==> src/rtl/osal_pkg.sv <==
package osal_pkg;

  localparam int TABLE_ENTRIES = 256;
  localparam int IDX_W = (TABLE_ENTRIES > 1) ? $clog2(TABLE_ENTRIES) : 1;
  localparam int CNT_W = $clog2(TABLE_ENTRIES + 1);
  localparam int COUNT_W = 9;
  localparam int WORD_W = 64;
  localparam int KEY_W = 4 * WORD_W;
  localparam int SUM_W = ((CNT_W > COUNT_W) ? CNT_W : COUNT_W) + 1;

  typedef enum logic [1:0] {
    KIND_BATCH = 2'd0,
    KIND_ADD   = 2'd1,
    KIND_CHECK = 2'd2,
    KIND_CLEAR = 2'd3
  } kind_t;

  typedef enum logic [1:0] {
    STATUS_OK        = 2'd0,
    STATUS_TOO_LARGE = 2'd1,
    STATUS_NOT_FOUND = 2'd2,
    STATUS_NO_BATCH  = 2'd3
  } status_t;

  typedef struct packed {
    kind_t               kind;
    logic [COUNT_W-1:0]  batch_count;
    logic [WORD_W-1:0]   key_word0;
    logic [WORD_W-1:0]   key_word1;
    logic [WORD_W-1:0]   key_word2;
    logic [WORD_W-1:0]   key_word3;
  } item_t;

  typedef struct packed {
    status_t             status;
    logic                allowed;
    logic [COUNT_W-1:0]  entry_count;
  } result_t;

  typedef enum logic [2:0] {
    ST_IDLE    = 3'd0,
    ST_EXEC    = 3'd1,
    ST_SCAN    = 3'd2,
    ST_MOVE_RD = 3'd3,
    ST_MOVE_WR = 3'd4
  } ctl_state_t;

  typedef struct packed {
    logic load;
    logic exec;
    logic step;
    logic grab;
    logic miss;
    logic move_rd;
    logic move_wr;
  } dp_cmd_t;

  typedef struct packed {
    logic is_check;
    logic empty;
    logic hit;
    logic scan_end;
  } dp_status_t;

endpackage

==> src/rtl/osal_ctrl.sv <==
module osal_ctrl
  import osal_pkg::*;
(
  input  logic       clk,
  input  logic       rst,
  input  logic       start,
  input  dp_status_t stat,
  output dp_cmd_t    cmd,
  output logic       busy
);

  ctl_state_t state;
  ctl_state_t state_next;

  always_ff @(posedge clk) begin
    if (rst) begin
      state <= ST_IDLE;
    end else begin
      state <= state_next;
    end
  end

  assign busy = (state != ST_IDLE);

  always_comb begin
    state_next = state;
    cmd        = '0;
    unique case (state)
      ST_IDLE: begin
        if (start) begin
          cmd.load   = 1'b1;
          state_next = ST_EXEC;
        end
      end
      ST_EXEC: begin
        cmd.exec = 1'b1;
        if (stat.is_check && !stat.empty) begin
          state_next = ST_SCAN;
        end else begin
          state_next = ST_IDLE;
        end
      end
      ST_SCAN: begin
        if (stat.hit) begin
          cmd.grab   = 1'b1;
          state_next = ST_MOVE_RD;
        end else if (stat.scan_end) begin
          cmd.miss   = 1'b1;
          state_next = ST_IDLE;
        end else begin
          cmd.step = 1'b1;
        end
      end
      ST_MOVE_RD: begin
        cmd.move_rd = 1'b1;
        state_next  = ST_MOVE_WR;
      end
      ST_MOVE_WR: begin
        cmd.move_wr = 1'b1;
        state_next  = ST_IDLE;
      end
      default: begin
        state_next = ST_IDLE;
      end
    endcase
  end

`ifndef SYNTHESIS
  a_load_idle: assert property (@(posedge clk) disable iff (rst)
    cmd.load |=> (state == ST_EXEC))
    else $error("item load not followed by execute");
  a_write_after_read: assert property (@(posedge clk) disable iff (rst)
    cmd.move_wr |-> $past(cmd.move_rd))
    else $error("swap write without last-entry read");
  a_grab_on_hit: assert property (@(posedge clk) disable iff (rst)
    cmd.grab |-> (stat.hit && (state == ST_SCAN)))
    else $error("match captured without a hit");
`endif

endmodule

==> config.mk <==
export PLATFORM = sky130hd
export DESIGN_NAME = osal_ctrl
export DESIGN_NICKNAME = d
export VERILOG_FILES = /design/src/rtl/osal_pkg.sv /design/src/rtl/osal_ctrl.sv
export SDC_FILE = /design/constraint.sdc
export NUM_CORES = 1
export LEC_CHECK = 0
export ABC_AREA = 1
export BUFFER_PORTS_ARGS = -buffer_cell sky130_fd_sc_hd__buf_2
export CORE_AREA = 2 2 39 41
export DETAILED_ROUTE_END_ITERATION = 10
export DIE_AREA = 0 0 41 43
export PLACE_DENSITY_LB_ADDON = 0.12
export SETUP_SLACK_MARGIN = 0.5
export SLEW_MARGIN = 40
export SYNTH_ARGS = -nofsm -noshare
export SYNTH_HDL_FRONTEND = slang
export SYNTH_SLANG_ARGS = --single-unit
==> constraint.sdc <==
create_clock -name clk -period 0.94 [get_ports clk]
set_input_delay 0.047 -clock clk [delete_from_list [all_inputs] [get_ports clk]]
set_output_delay 0.047 -clock clk [all_outputs]
set_load 0.01 [all_outputs]
==> results.sh <==
export IMPL_run_status="finished with violations"
export IMPL_violations="setup timing"
export IMPL_final_hold_viol_count=0
export IMPL_dp_hpwl_um=446
export IMPL_fmax_mhz=935
export IMPL_switchingPower_w=0.000146
export IMPL_p_sw_frac=0.292
export IMPL_cts_root_buf="clkbuf_4"
export IMPL_async_reset_ff_frac=0
export IMPL_fin_crit_ns=1.07
export IMPL_io_buffers=14
export IMPL_initial_core_util=0.157
export IMPL_cts_buffers_inserted=3
export IMPL_fin_ws_ns=-0.130
export IMPL_reg_top3="state: 3 flops"
export IMPL_areaGrowthSynthToFinish_pct=97.7
export IMPL_fin_area_sq_um=430
export IMPL_ant_nets=0
export IMPL_min_path_type="in -> reg"
export IMPL_post_drt_wl_per_cell_um=8.00
export IMPL_synth_area_leaders="dfxtp_1 28%, inv_1 12%, nand2_1 10%, nand3_2 9.2%, nor2_1 8.6%"
export IMPL_yosysTopAreaCell="dfxtp_1"
export IMPL_required_ns=0.89
export IMPL_clkPwrFrac=0.445
export IMPL_core_sq_um=1380
export IMPL_synth_avg_cell_area_sq_um=6.22
export IMPL_synth_top_cells_by_count="7 x inv_1, 6 x nand2_1, 5 x nor2_1"
export IMPL_cap_violations=0
export IMPL_die_width_um=41
export IMPL_place_congestion=0.598
export IMPL_cp_data_arrival_time_ns=1.02
export IMPL_fp_dieH_um=43
export IMPL_critPathTopFamily="flip-flops"
export IMPL_layout_nets=66
export IMPL_place_ws_ns=-0.000360
export IMPL_ir_worst_vdd_v=0.000538
export IMPL_num_rows=14
export IMPL_cp_num_buf_inv=2
export IMPL_path_max_fanout=4
export IMPL_rsz0062_at_grt="true"
export IMPL_drc=0
export IMPL_synth_warnings=0
export IMPL_synth_seq_cells=3
export IMPL_cp_slowest_cell="dfxtp_4"
export IMPL_synth_distinct_cells=12
export IMPL_ys_flop_type="dfxtp_1"
export IMPL_finalNonFillerCells=74
export IMPL_power_density_nw_per_um2=1160
export IMPL_grtUsageTotal=0.0743
export IMPL_synth_area_sq_um=218
export IMPL_setup_violations=10
export IMPL_path_cells="inv_4 > nor2_4 > nand3_2 > nor2_2 > buf_2"
export IMPL_ys_seq_area_frac=0.276
export IMPL_fin_crit_sh=1.14
export IMPL_tightest_slew_ns=0.206
export IMPL_internal_power_w=0.000352
export IMPL_grt_pass1_wl_um=828
export IMPL_clk_latency_ns=0.23
export IMPL_die_area_sq_um=1760
export IMPL_synthMostInstantiatedCell="inv_1"
export IMPL_filler_cell_count=166
export IMPL_vias=286
export IMPL_finalMaxSlewViolations=0
export IMPL_clock_sinks=3
export IMPL_grt_max_degree=7
export IMPL_skew_ns=0.0000988
export IMPL_hold_buffers=0
export IMPL_grt_overflow=0
export IMPL_clock_path_buffers=2
export IMPL_worst_setup_path_end_kind="output port"
export IMPL_grt_pass1_vias=224
export IMPL_place_area_sq_um=334
export IMPL_post_drt_via_cell_ratio=3.86
export IMPL_leakage_nw=0.245
export IMPL_cts_tree="yes"
export IMPL_timing_hold_ws_ns=0.00237
export IMPL_diodes=0
export IMPL_pwr_share_comb=0.273
export IMPL_wl_um=592
export IMPL_synth_top_area_share=0.276
export IMPL_maxSlewHeadroom=0.861
export IMPL_worstSetupPathType="reg -> out"
export IMPL_p_seq_frac=0.282
export IMPL_firstDrtPassIters=4
export IMPL_top_register="state"
export IMPL_critPathMaxStageDelay_ns=0.36
export IMPL_io_pins=15
export IMPL_synth_edff_count=0
export IMPL_synthCells=35
export IMPL_drive_gt1_frac=0.724
export IMPL_antenna_found_initial=0
export IMPL_placedCellCount=66
export IMPL_drtIter0Drc=2
export IMPL_synth_nets=42
export IMPL_start_kind="register"
export IMPL_clk_pin_slew_ns=0.04
export IMPL_htreeDepth=1
export IMPL_largest_register_ffs=3
[layout make-up]
class / count / area, sq um / share of cell area
well taps: 16 / 20.0 / 0.0465
inverters: 10 / 42.5 / 0.0988
clock buffers: 4 / 26.3 / 0.0610
multi-input cells: 22 / 151 / 0.352
repair buffers: 19 / 121 / 0.282
flip-flops and latches: 3 / 68.8 / 0.160
[cell families (layout without fill, tap and decap cells)]
| kind of cell | count (synthesis) | after routing | synth area share |
|---|---|---|---|
| DFF | 3 | 3 | 0.276 |
| buffers and inverters | 10 | 33 | 0.172 |
| and+or+nand+nor | 22 | 22 | 0.552 |
[power by group through the flow]
stage	Combinational [W]	Clock, W	Sequential, W
final	0.000136	0.000222	0.000140
after global routing	0.000149	0.000239	0.000141
after CTS	0.000135	0.000238	0.000138
after detailed placement	0.000110	0	0.000143
after global placement	0.000110	0	0.000143
after floorplan	0.0000674	0	0.000142
[per-stage QoR]
stage	power [W]	setup TNS [ns]	utilization
detailed placement	0.000253	-0.000360	0.241
CTS	0.000511	-1.20	0.305
floorplan	0.000209	0	-
global route	0.000529	-1.35	0.311
global placement	0.000253	0	0.241
finish	0.000498	-0.836	0.311
[layer usage]
layer  routed length, um  part of all wire  vias up  track usage
li1                    -                 -      151            -
met1                 223              0.38      125       0.0868
met2                 314              0.53       10        0.100
met3                  55             0.093        0       0.0157
met4                   0                 0        0       0.0800
met5                   0                 0        -            0
[cells in the final DEF (no fill, tap or decap), drive strengths merged]
cell type,count
clkbuf,4
nor4,1
nor3,3
buf,19
dfxtp,3
nand3,5
inv,10
nor2,7
nand2,6
[final timing paths]
check / cells after the start / slack, ns / to / from
setup / recovery: 5 / -0.13 / cmd[2] / state[1]$_SDFFE_PP0P_
hold / removal: 2 / 0.002 / state[0]$_SDFFE_PP0P_ / rst
hold reg to reg: 1 / 0.49 / state[2]$_SDFFE_PP0P_ / state[2]$_SDFFE_PP0P_
setup reg to reg: 8 / -0.07 / state[0]$_SDFFE_PP0P_ / state[1]$_SDFFE_PP0P_
[timing repair]
action / 4_1_cts / 5_1_grt
pin swaps: 5 / 6
buffers inserted: 4 / 0
resized for setup: 9 / 3
endpoints found under the setup margin: 11 / 11
No activity file was read; power rests on OpenSTA's default activity.
